## src/rtl/skbf_pkg.sv

```systemverilog
`timescale 1ns / 1ps
// ----------------------------------------------------------------------------
// skbf_pkg: shared constants and types for the jump-blend Kalman filter
// Holds fixed-point formats, blend weights, register indexes and state codes.
// ----------------------------------------------------------------------------
package skbf_pkg;

  // Default number of fraction bits for samples, estimates and covariance.
  localparam int FRAC_BITS_DEF = 16;

  // Data widths fixed by the interface.
  localparam int DATA_W = 32;
  localparam int CFG_W  = 32;
  localparam int IDX_W  = 1;

  // Blend weights in Q0.16; they sum to exactly 1.0.
  localparam int W_SHIFT  = 16;
  localparam int WEIGHT_W = 17;
  localparam logic [WEIGHT_W-1:0] W_SAMPLE = 17'd25035;
  localparam logic [WEIGHT_W-1:0] W_LAST   = 17'd40501;

  // Operand A of the shared multiplier carries a 32-bit signed sample or
  // estimate, a 33-bit signed innovation or a 32-bit unsigned covariance.
  localparam int MUL_AW = 34;

  // Configuration register indexes.
  localparam logic [IDX_W-1:0] REG_PROCESS_NOISE     = 1'd0;
  localparam logic [IDX_W-1:0] REG_MEASUREMENT_NOISE = 1'd1;

  // Register reset values.
  localparam logic [CFG_W-1:0] PROCESS_NOISE_RST     = 32'd655;
  localparam logic [CFG_W-1:0] MEASUREMENT_NOISE_RST = 32'd65536;

  // Sequencer states, one-hot.
  typedef enum logic [8:0] {
    ST_IDLE  = 9'b000000001,
    ST_PREP  = 9'b000000010,
    ST_BLEND = 9'b000000100,
    ST_PRED  = 9'b000001000,
    ST_ROUND = 9'b000010000,
    ST_DIV   = 9'b000100000,
    ST_CORR  = 9'b001000000,
    ST_COV   = 9'b010000000,
    ST_EST   = 9'b100000000
  } seq_state_t;

  // Handshake between the sequencer and the divider.
  typedef struct packed {
    logic start;
    logic busy;
  } div_ctrl_t;

endpackage

```

## src/rtl/skbf_mul.sv

```systemverilog
`timescale 1ns / 1ps
// ----------------------------------------------------------------------------
// skbf_mul: shared signed multiplier with a registered product
// The product register loads only when enabled, so a result can be held.
// ----------------------------------------------------------------------------
module skbf_mul
  import skbf_pkg::*;
#(
  parameter int BW = 18
) (
  input  logic                        clk,
  input  logic                        en,
  input  logic signed [MUL_AW-1:0]    a,
  input  logic signed [BW-1:0]        b,
  output logic signed [MUL_AW+BW-1:0] prod_r
);

  logic signed [MUL_AW+BW-1:0] prod_nxt;

  assign prod_nxt = a * b;

  always_ff @(posedge clk) begin
    if (en) begin
      prod_r <= prod_nxt;
    end
  end

endmodule

```

## src/rtl/skbf_div.sv

```systemverilog
`timescale 1ns / 1ps
// ----------------------------------------------------------------------------
// skbf_div: restoring divider for the Kalman gain
// Computes floor(num * 2^FRAC_BITS / den), one quotient bit per cycle.
// ----------------------------------------------------------------------------
module skbf_div
  import skbf_pkg::*;
#(
  parameter int FRAC_BITS = FRAC_BITS_DEF
) (
  input  logic                 clk,
  input  logic                 rst_n,
  input  div_ctrl_t            ctrl_in,
  output div_ctrl_t            ctrl_out,
  input  logic [DATA_W-1:0]    num,
  input  logic [DATA_W:0]      den,
  output logic [FRAC_BITS:0]   quot
);

  localparam int GW    = FRAC_BITS + 1;
  localparam int CNT_W = $clog2(GW);

  logic              busy_r, busy_nxt;
  logic [CNT_W-1:0]  cnt_r, cnt_nxt;
  logic [DATA_W+1:0] rem_r, rem_nxt;
  logic [DATA_W:0]   den_r, den_nxt;
  logic [GW-1:0]     q_r, q_nxt;
  logic              ge;
  logic [DATA_W+1:0] rem_sub;

  // The numerator never exceeds the denominator, so the remainder stays
  // below twice the denominator after each shift.
  assign ge      = rem_r >= {1'b0, den_r};
  assign rem_sub = ge ? (rem_r - {1'b0, den_r}) : rem_r;

  always_comb begin
    busy_nxt = busy_r;
    cnt_nxt  = cnt_r;
    rem_nxt  = rem_r;
    den_nxt  = den_r;
    q_nxt    = q_r;
    if (ctrl_in.start) begin
      busy_nxt = 1'b1;
      cnt_nxt  = '0;
      rem_nxt  = {2'b00, num};
      // A zero denominator only occurs with a zero numerator; dividing by
      // one then gives the required zero gain.
      den_nxt  = (den == '0) ? {{DATA_W{1'b0}}, 1'b1} : den;
      q_nxt    = '0;
    end else if (busy_r) begin
      q_nxt   = {q_r[GW-2:0], ge};
      rem_nxt = {rem_sub[DATA_W:0], 1'b0};
      cnt_nxt = cnt_r + 1'b1;
      if (cnt_r == CNT_W'(GW - 1)) begin
        busy_nxt = 1'b0;
      end
    end
  end

  always_ff @(posedge clk) begin
    if (!rst_n) begin
      busy_r <= 1'b0;
      cnt_r  <= '0;
    end else begin
      busy_r <= busy_nxt;
      cnt_r  <= cnt_nxt;
    end
  end

  always_ff @(posedge clk) begin
    rem_r <= rem_nxt;
    den_r <= den_nxt;
    q_r   <= q_nxt;
  end

  assign ctrl_out.start = 1'b0;
  assign ctrl_out.busy  = busy_r;
  assign quot           = q_r;

endmodule

```

## src/rtl/scalar_kalman_jump_blend_filter_top.sv

```systemverilog
`timescale 1ns / 1ps
// ----------------------------------------------------------------------------
// scalar_kalman_jump_blend_filter_top: scalar Kalman filter with jump blending
// Sequencer around one shared multiplier and an iterative gain divider.
// ----------------------------------------------------------------------------
// Each sample transfer yields exactly one estimate transfer. The block works
// on one sample at a time: after a sample is taken, in_stall stays high
// while the bit-per-cycle gain divider and the four passes through the
// shared multiplier run, and longer only if the previous estimate is still
// waiting on out_stall. The estimate sits in an output register, so a new
// sample can be taken while the previous estimate waits. Samples and
// estimates are signed with FRAC_BITS fraction bits; the noise registers
// and the internal covariance are unsigned in the same format.
// Configuration writes take effect at once and should only be issued while
// the block is idle.
// ----------------------------------------------------------------------------
module scalar_kalman_jump_blend_filter_top
  import skbf_pkg::*;
#(
  parameter int FRAC_BITS = FRAC_BITS_DEF
) (
  input  logic                     clk,
  input  logic                     rst_n,
  // Sample channel.
  input  logic                     in_valid,
  output logic                     in_stall,
  input  logic signed [DATA_W-1:0] in_sample,
  // Estimate channel.
  output logic                     out_valid,
  input  logic                     out_stall,
  output logic signed [DATA_W-1:0] out_estimate,
  // Configuration write port.
  input  logic                     cfg_we,
  input  logic [IDX_W-1:0]         cfg_index,
  input  logic [CFG_W-1:0]         cfg_data
);

  // Gain width: the gain runs from zero up to exactly 1.0.
  localparam int GW     = FRAC_BITS + 1;
  // Operand B must hold either a blend weight or a gain, as signed values.
  localparam int MUL_BW = (GW + 1 > WEIGHT_W + 1) ? GW + 1 : WEIGHT_W + 1;
  localparam int PW     = MUL_AW + MUL_BW;
  localparam int CORR_W = DATA_W + 3;
  localparam int SUM_W  = DATA_W + 4;

  localparam logic signed [DATA_W:0] HALF_POS = (DATA_W + 1)'(1) << (FRAC_BITS - 1);
  localparam logic signed [DATA_W:0] HALF_NEG = -HALF_POS;
  localparam logic [GW-1:0]          GAIN_ONE = GW'(1) << FRAC_BITS;
  localparam logic signed [PW-1:0]   BLEND_RND = PW'(1) << (W_SHIFT - 1);
  localparam logic signed [PW-1:0]   CORR_RND  = PW'(1) << (FRAC_BITS - 1);
  localparam logic signed [DATA_W-1:0] EST_MAX = {1'b0, {(DATA_W-1){1'b1}}};
  localparam logic signed [DATA_W-1:0] EST_MIN = {1'b1, {(DATA_W-1){1'b0}}};

  // Configuration registers.
  logic [CFG_W-1:0] q_noise_r, q_noise_nxt;
  logic [CFG_W-1:0] r_noise_r, r_noise_nxt;

  // Filter state.
  logic signed [DATA_W-1:0] last_est_r, last_est_nxt;
  logic [DATA_W-1:0]        cov_r, cov_nxt;

  // Sequencer and working registers.
  seq_state_t               state_r, state_nxt;
  logic signed [DATA_W-1:0] z_r, z_nxt;
  logic signed [DATA_W:0]   innov_r, innov_nxt;
  logic [DATA_W-1:0]        p1_r, p1_nxt;
  logic                     jump_r, jump_nxt;
  logic signed [PW-1:0]     acc_r, acc_nxt;
  logic signed [DATA_W-1:0] pred_r, pred_nxt;
  logic signed [CORR_W-1:0] corr_r, corr_nxt;

  // Output register.
  logic                     out_valid_r, out_valid_nxt;
  logic signed [DATA_W-1:0] out_est_r, out_est_nxt;

  // Shared multiplier.
  logic                     mul_en;
  logic signed [MUL_AW-1:0] mul_a;
  logic signed [MUL_BW-1:0] mul_b;
  logic signed [PW-1:0]     prod;

  // Divider.
  div_ctrl_t                div_req;
  div_ctrl_t                div_sts;
  logic [DATA_W:0]          div_den;
  logic [GW-1:0]            gain;

  // Datapath helpers.
  logic                     in_xfer;
  logic                     out_free;
  logic [DATA_W:0]          p1_sum;
  logic signed [PW-1:0]     acc_rnd;
  logic signed [PW-1:0]     corr_rnd;
  logic signed [SUM_W-1:0]  est_sum;
  logic signed [DATA_W-1:0] est_sat;

  assign in_xfer  = in_valid && !in_stall;
  assign out_free = !out_valid_r || !out_stall;

  // Covariance plus process noise, saturated at the unsigned maximum in ST_PREP.
  assign p1_sum  = {1'b0, cov_r} + {1'b0, q_noise_r};
  assign div_den = {1'b0, p1_r} + {1'b0, r_noise_r};

  // Rounding to nearest with ties upward is an add of one half followed by
  // an arithmetic shift.
  assign acc_rnd  = acc_r + BLEND_RND;
  assign corr_rnd = prod + CORR_RND;

  // The new estimate, saturated to the signed output range.
  assign est_sum = SUM_W'(pred_r) + SUM_W'(corr_r);
  always_comb begin
    if (est_sum > SUM_W'(EST_MAX)) begin
      est_sat = EST_MAX;
    end else if (est_sum < SUM_W'(EST_MIN)) begin
      est_sat = EST_MIN;
    end else begin
      est_sat = est_sum[DATA_W-1:0];
    end
  end

  // Operand selection for the shared multiplier. The blend uses the two
  // weights in turn, then the correction term and the covariance update.
  always_comb begin
    mul_en = 1'b0;
    mul_a  = '0;
    mul_b  = '0;
    case (state_r)
      ST_PREP: begin
        mul_en = 1'b1;
        mul_a  = MUL_AW'(z_r);
        mul_b  = MUL_BW'(W_SAMPLE);
      end
      ST_BLEND: begin
        mul_en = 1'b1;
        mul_a  = MUL_AW'(last_est_r);
        mul_b  = MUL_BW'(W_LAST);
      end
      ST_CORR: begin
        mul_en = 1'b1;
        mul_a  = MUL_AW'(innov_r);
        mul_b  = MUL_BW'(gain);
      end
      ST_COV: begin
        mul_en = 1'b1;
        mul_a  = MUL_AW'({2'b00, p1_r});
        mul_b  = MUL_BW'(GAIN_ONE - gain);
      end
      default: begin
        mul_en = 1'b0;
      end
    endcase
  end

  // Configuration writes.
  always_comb begin
    q_noise_nxt = q_noise_r;
    r_noise_nxt = r_noise_r;
    if (cfg_we) begin
      case (cfg_index)
        REG_PROCESS_NOISE:     q_noise_nxt = cfg_data;
        REG_MEASUREMENT_NOISE: r_noise_nxt = cfg_data;
        default: begin
          q_noise_nxt = q_noise_r;
        end
      endcase
    end
  end

  // Sequencer.
  always_comb begin
    state_nxt     = state_r;
    z_nxt         = z_r;
    innov_nxt     = innov_r;
    p1_nxt        = p1_r;
    jump_nxt      = jump_r;
    acc_nxt       = acc_r;
    pred_nxt      = pred_r;
    corr_nxt      = corr_r;
    last_est_nxt  = last_est_r;
    cov_nxt       = cov_r;
    out_est_nxt   = out_est_r;
    out_valid_nxt = out_valid_r && out_stall;
    div_req.start = 1'b0;
    div_req.busy  = 1'b0;

    case (state_r)
      ST_IDLE: begin
        if (in_xfer) begin
          z_nxt     = in_sample;
          state_nxt = ST_PREP;
        end
      end
      ST_PREP: begin
        // Innovation against the last estimate and the predicted covariance.
        innov_nxt = (DATA_W + 1)'(z_r) - (DATA_W + 1)'(last_est_r);
        p1_nxt    = p1_sum[DATA_W] ? {DATA_W{1'b1}} : p1_sum[DATA_W-1:0];
        state_nxt = ST_BLEND;
      end
      ST_BLEND: begin
        // The sample weight product is ready; the divider starts on the gain.
        acc_nxt       = prod;
        jump_nxt      = (innov_r >= HALF_POS) || (innov_r <= HALF_NEG);
        div_req.start = 1'b1;
        state_nxt     = ST_PRED;
      end
      ST_PRED: begin
        acc_nxt   = acc_r + prod;
        state_nxt = ST_ROUND;
      end
      ST_ROUND: begin
        // A jump of one half or more switches to the blended prediction.
        pred_nxt  = jump_r ? acc_rnd[W_SHIFT +: DATA_W] : last_est_r;
        state_nxt = ST_DIV;
      end
      ST_DIV: begin
        if (!div_sts.busy) begin
          state_nxt = ST_CORR;
        end
      end
      ST_CORR: begin
        state_nxt = ST_COV;
      end
      ST_COV: begin
        corr_nxt  = corr_rnd[FRAC_BITS +: CORR_W];
        state_nxt = ST_EST;
      end
      ST_EST: begin
        // Wait here until the output register can take the new estimate.
        if (out_free) begin
          out_est_nxt   = est_sat;
          out_valid_nxt = 1'b1;
          last_est_nxt  = est_sat;
          cov_nxt       = prod[FRAC_BITS +: DATA_W];
          state_nxt     = ST_IDLE;
        end
      end
      default: begin
        state_nxt = ST_IDLE;
      end
    endcase
  end

  always_ff @(posedge clk) begin
    if (!rst_n) begin
      state_r     <= ST_IDLE;
      out_valid_r <= 1'b0;
      q_noise_r   <= PROCESS_NOISE_RST;
      r_noise_r   <= MEASUREMENT_NOISE_RST;
      last_est_r  <= '0;
      cov_r       <= '0;
    end else begin
      state_r     <= state_nxt;
      out_valid_r <= out_valid_nxt;
      q_noise_r   <= q_noise_nxt;
      r_noise_r   <= r_noise_nxt;
      last_est_r  <= last_est_nxt;
      cov_r       <= cov_nxt;
    end
  end

  always_ff @(posedge clk) begin
    z_r       <= z_nxt;
    innov_r   <= innov_nxt;
    p1_r      <= p1_nxt;
    jump_r    <= jump_nxt;
    acc_r     <= acc_nxt;
    pred_r    <= pred_nxt;
    corr_r    <= corr_nxt;
    out_est_r <= out_est_nxt;
  end

  skbf_mul #(
    .BW (MUL_BW)
  ) u_mul (
    .clk    (clk),
    .en     (mul_en),
    .a      (mul_a),
    .b      (mul_b),
    .prod_r (prod)
  );

  skbf_div #(
    .FRAC_BITS (FRAC_BITS)
  ) u_div (
    .clk      (clk),
    .rst_n    (rst_n),
    .ctrl_in  (div_req),
    .ctrl_out (div_sts),
    .num      (p1_r),
    .den      (div_den),
    .quot     (gain)
  );

  assign in_stall     = (state_r != ST_IDLE);
  assign out_valid    = out_valid_r;
  assign out_estimate = out_est_r;

endmodule

```

## config.mk

```make
export PLATFORM = sky130hd
export DESIGN_NAME = scalar_kalman_jump_blend_filter_top
export DESIGN_NICKNAME = d
export VERILOG_FILES = /design/src/rtl/skbf_pkg.sv /design/src/rtl/skbf_mul.sv /design/src/rtl/skbf_div.sv /design/src/rtl/scalar_kalman_jump_blend_filter_top.sv
export SDC_FILE = /design/constraint.sdc
export NUM_CORES = 2
export LEC_CHECK = 0
export BUFFER_PORTS_ARGS = -buffer_cell sky130_fd_sc_hd__buf_2
export CORE_MARGIN = 2
export CORE_UTILIZATION = 60
export DETAILED_ROUTE_END_ITERATION = 8
export PLACE_DENSITY = 0.86
export REMOVE_ABC_BUFFERS = 1
export SLEW_MARGIN = 20
export SYNTH_ARGS = -nofsm -noshare
export SYNTH_HDL_FRONTEND = slang
export SYNTH_SLANG_ARGS = --single-unit
```

## constraint.sdc

```tcl
create_clock -name clk -period 11.6 [get_ports clk]
set_input_delay 2.32 -clock clk [delete_from_list [all_inputs] [get_ports clk]]
set_output_delay 2.32 -clock clk [all_outputs]
set_load 0.005 [all_outputs]
```

==> flow_metrics.tcl <==
set metrics [dict create \
    outcome "finished, final reports clean" \
    syn-instance-count 5751 \
    clkTransAtPathRegs_ns 0.07 \
    place.gp.congestion 1.00 \
    antenna_left 0 \
    swShare 0.345 \
    synth_fa_ha_area_frac 0.305 \
    post-route-util 0.650 \
    grt_use_met1 0.464 \
    multiInputGateArea_mm2 0.0337 \
    slew_headroom 0.186 \
    critPathMaxStageDelay_ns 0.64 \
    avgViaCountPerCell 6.15 \
    grt_antenna_before_repair 3 \
    cts_tree "built" \
    grt_util_met2 0.540 \
    grt_first_pass_wirelength_um 244000 \
    avgRoutedWirePerCell_um 23.0 \
    p_int_uw 3890 \
    p_sw_uw 2050 \
    post-place-ws_ns 1.44 \
    core_area_mm2 0.0851 \
    post_cts_buffers 0 \
    slew_viol_final 0 \
    grt_max_degree 112 \
    synthArstFlopShare 0 \
    yosys-mux-area-fraction 0.00570 \
    worst_path_most_repeated_cell "fa_1" \
    post-dp-hpwl_um 125000 \
    grt_pass1_vias 42400 \
    clkPwrFrac 0.337 \
    p_seq_frac 0.401 \
    rsz0062_at_grt "false" \
    ios 104 \
    synth_flop_cell "edfxtp_1" \
    route.detailed.drc 0 \
    synth-compound-area-share 0.132 \
    post-route-worst-setup-slack_ns 1.12 \
    synth_edf_count 361 \
    start_util 0.606 \
    numPlacedInstances 6828 \
    stdcell_count 6945 \
    die_x_um 297 \
    clock_sinks 524 \
    power_density_mw_per_mm2 107 \
    final_area_mm2 0.0553 \
    dpl_cell_area_mm2 0.0532 \
    area_growth_pct 7.22 \
    rows 107 \
    post_cts_resized 0 \
    critical_path_class "flop to flop" \
    vias 42700 \
    nets 6730 \
    synthDistinctLibCells 87 \
    cp-end-kind "flop" \
    dieArea_mm2 0.0884 \
    pwr-share-comb 0.262 \
    worst_pin_slew_ns 1.22 \
    worstSkewPairLatency_ns 0.67 \
    cts-root-buf "clkbuf_16" \
    yosys_warnings 0 \
    arrival_ns 10.88 \
    startpoint_type "flop" \
    drive_above_1_share 0.0564 \
    yosys.area_share.simple 0.157 \
    synthXorXnorAreaFrac 0.0491 \
    grtUsageMet3 0.0982 \
    first_pass_iters 6 \
    hold_viol_final 0 \
    avgSynthCellArea_um2 8.97 \
    synth-seq-cells 524 \
    fin_worst_skew_ns 0.0327 \
    crit_slowest_cell "o21ai_0" \
    busiest_layer "met2" \
    postRouteWirelength_um 160000 \
    ir_drop_mv 0.168 \
    ctsHoldBuffers 0 \
    maxCapViolations 0 \
    setup_viol 0 \
    num-fill-cells 6809 \
    htree_levels 2 \
    seqCellArea_mm2 0.0141 \
    yosysSeqAreaShare 0.273 \
    drt_iter0_drc 4540 \
    grt.total_usage 0.361 \
    cp.required_ns 12.00 \
    clockBufferDepth 3 \
    die_y_um 297 \
    synth_top_family_by_area "adder cells" \
    min_period_ns 10.48 \
    finalCritPeriodShare 0.904 \
    max_clock_freq_mhz 95.4 \
    cts_made_buffers 60 \
    netlist_area_mm2 0.0516 \
    cp_max_fo 21 \
    overflow 0 \
    power.static_leakage_uw 0.0246 \
    min_path_type "flop to flop" \
    io_buffers 103 \
    power.total_uw 5950 \
]
[worst max-delay path, delay by kind of cell (launching register included)]
family	cells	cell delay [ns]
adders and majority gates	8	3.49
AOI/OAI and AO/OA	11	3.26
and+or+nand+nor	10	2.43
buffers and inverters	5	0.62
DFF	1	0.37
[per-stage QoR]
stage          TNS, ns  hold slack (ns)
2_1_floorplan  -225.17            0.440
5_1_grt              0            0.482
3_5_place_dp         0            0.451
4_1_cts              0            0.460
6_report             0            0.460
3_3_place_gp         0            0.447
[synthesized netlist by cell type (all sizes together) (5+ instances only)]
library cell  instances  area (µm²)
a211o                12         105
a211oi               29         218
a21o                117         878
a21oi               412        2070
a221o                 8        80.1
a221oi               15         131
a22oi                28         210
a311oi               24         210
a31oi                29         188
a41oi                 7        61.3
and2                 37         231
and3                 74         463
and4                  8        70.1
buf                  28         151
clkbuf              199         747
dfxtp               163        3260
edfxtp              361       10800
fa                  575       11500
ha                  339        4240
inv                 824        3090
mux2i                26         260
nand2               810        3040
nand2b               55         344
nand3               104         521
nand3b                5        37.5
nand4                38         238
nor2                542        2060
nor2b                35         219
nor3                 60         312
nor3b                 8        60.1
nor4                 17         106
o2111ai               6        52.6
o211ai               19         143
o21a                 48         360
o21ai               223        1120
o21bai               31         233
o22ai                 6        37.5
o311ai                5        43.8
o31a                 10        87.6
o31ai                20         155
or2                  10        62.6
or3                  27         189
or3b                  5        43.8
xnor2               171        1500
xor2                118        1030
[power by group through the flow]
stage	Sequential (µW)	Combinational [µW]	Clock, µW
finish	2380	1560	2000
global route	2380	1700	2070
CTS	2370	1520	2010
detailed placement	2410	1510	0
global placement	2400	1470	0
floorplan	2310	1040	0
[kinds of logic after synthesis]
logic type / after synthesis
AO/OA/AOI/OAI: 1093
adder cells (fa/ha/maj): 914
XOR/XNOR: 289
multiplexers: 29
AND/OR/NAND/NOR: 1849
flip-flops: 524
buffers and inverters: 1053
[final timing paths]
path                       from                to  slack, ns  cells past startpoint
hold / removal    r_noise_r[20]     r_noise_r[20]       0.46                      2
setup reg to reg  u_div.quot[0]  u_mul.prod_r[49]       1.12                     34
hold reg to reg   r_noise_r[20]     r_noise_r[20]       0.46                      2
setup / recovery  u_div.quot[0]  u_mul.prod_r[49]       1.12                     34
[per-layer routing]
metal	routed length, µm	vias up
met3	19900	600
li1	-	19000
met2	69000	2399
met5	23	-
met4	12400	4
met1	58600	20700
[flip-flops by register name (all words and copies together) (netlist names), 33 cells and up]
| register | flops |
|---|---|
| acc_r | 48 |
| corr_r | 35 |
| innov_r | 33 |
| u_div.den_r | 33 |
| u_div.rem_r | 34 |
| u_mul.prod_r | 51 |
[cell type report]
class	instances	share of cell area
multi-input cells	4174	0.608
flip-flops and latches	524	0.255
inverters	826	0.0561
clock buffers	82	0.0307
well taps	1144	0.0259
repair buffers	160	0.0173
clock inverters	32	0.00669
diodes	3	0.000136
[cells in the final DEF (no fill, tap or decap), drive strengths merged, types with 10 or more instances in the layout]
cell	synthesis	layout
a211o	12	12
a211oi	29	29
a21o	117	117
a21oi	412	412
a221oi	15	15
a22oi	28	28
a311oi	24	24
a31oi	29	29
and2	37	37
and3	74	74
buf	28	160
clkbuf	199	82
clkinv	2	23
dfxtp	163	163
edfxtp	361	361
fa	575	575
ha	339	339
inv	824	828
mux2i	26	26
nand2	810	810
nand2b	55	55
nand3	104	104
nand4	38	38
nor2	542	542
nor2b	35	35
nor3	60	60
nor4	17	17
o211ai	19	19
o21a	48	48
o21ai	223	223
o21bai	31	31
o31a	10	10
o31ai	20	20
or2	10	10
or3	27	27
xnor2	171	171
xor2	118	118
(Power assumes the default switching activity.)
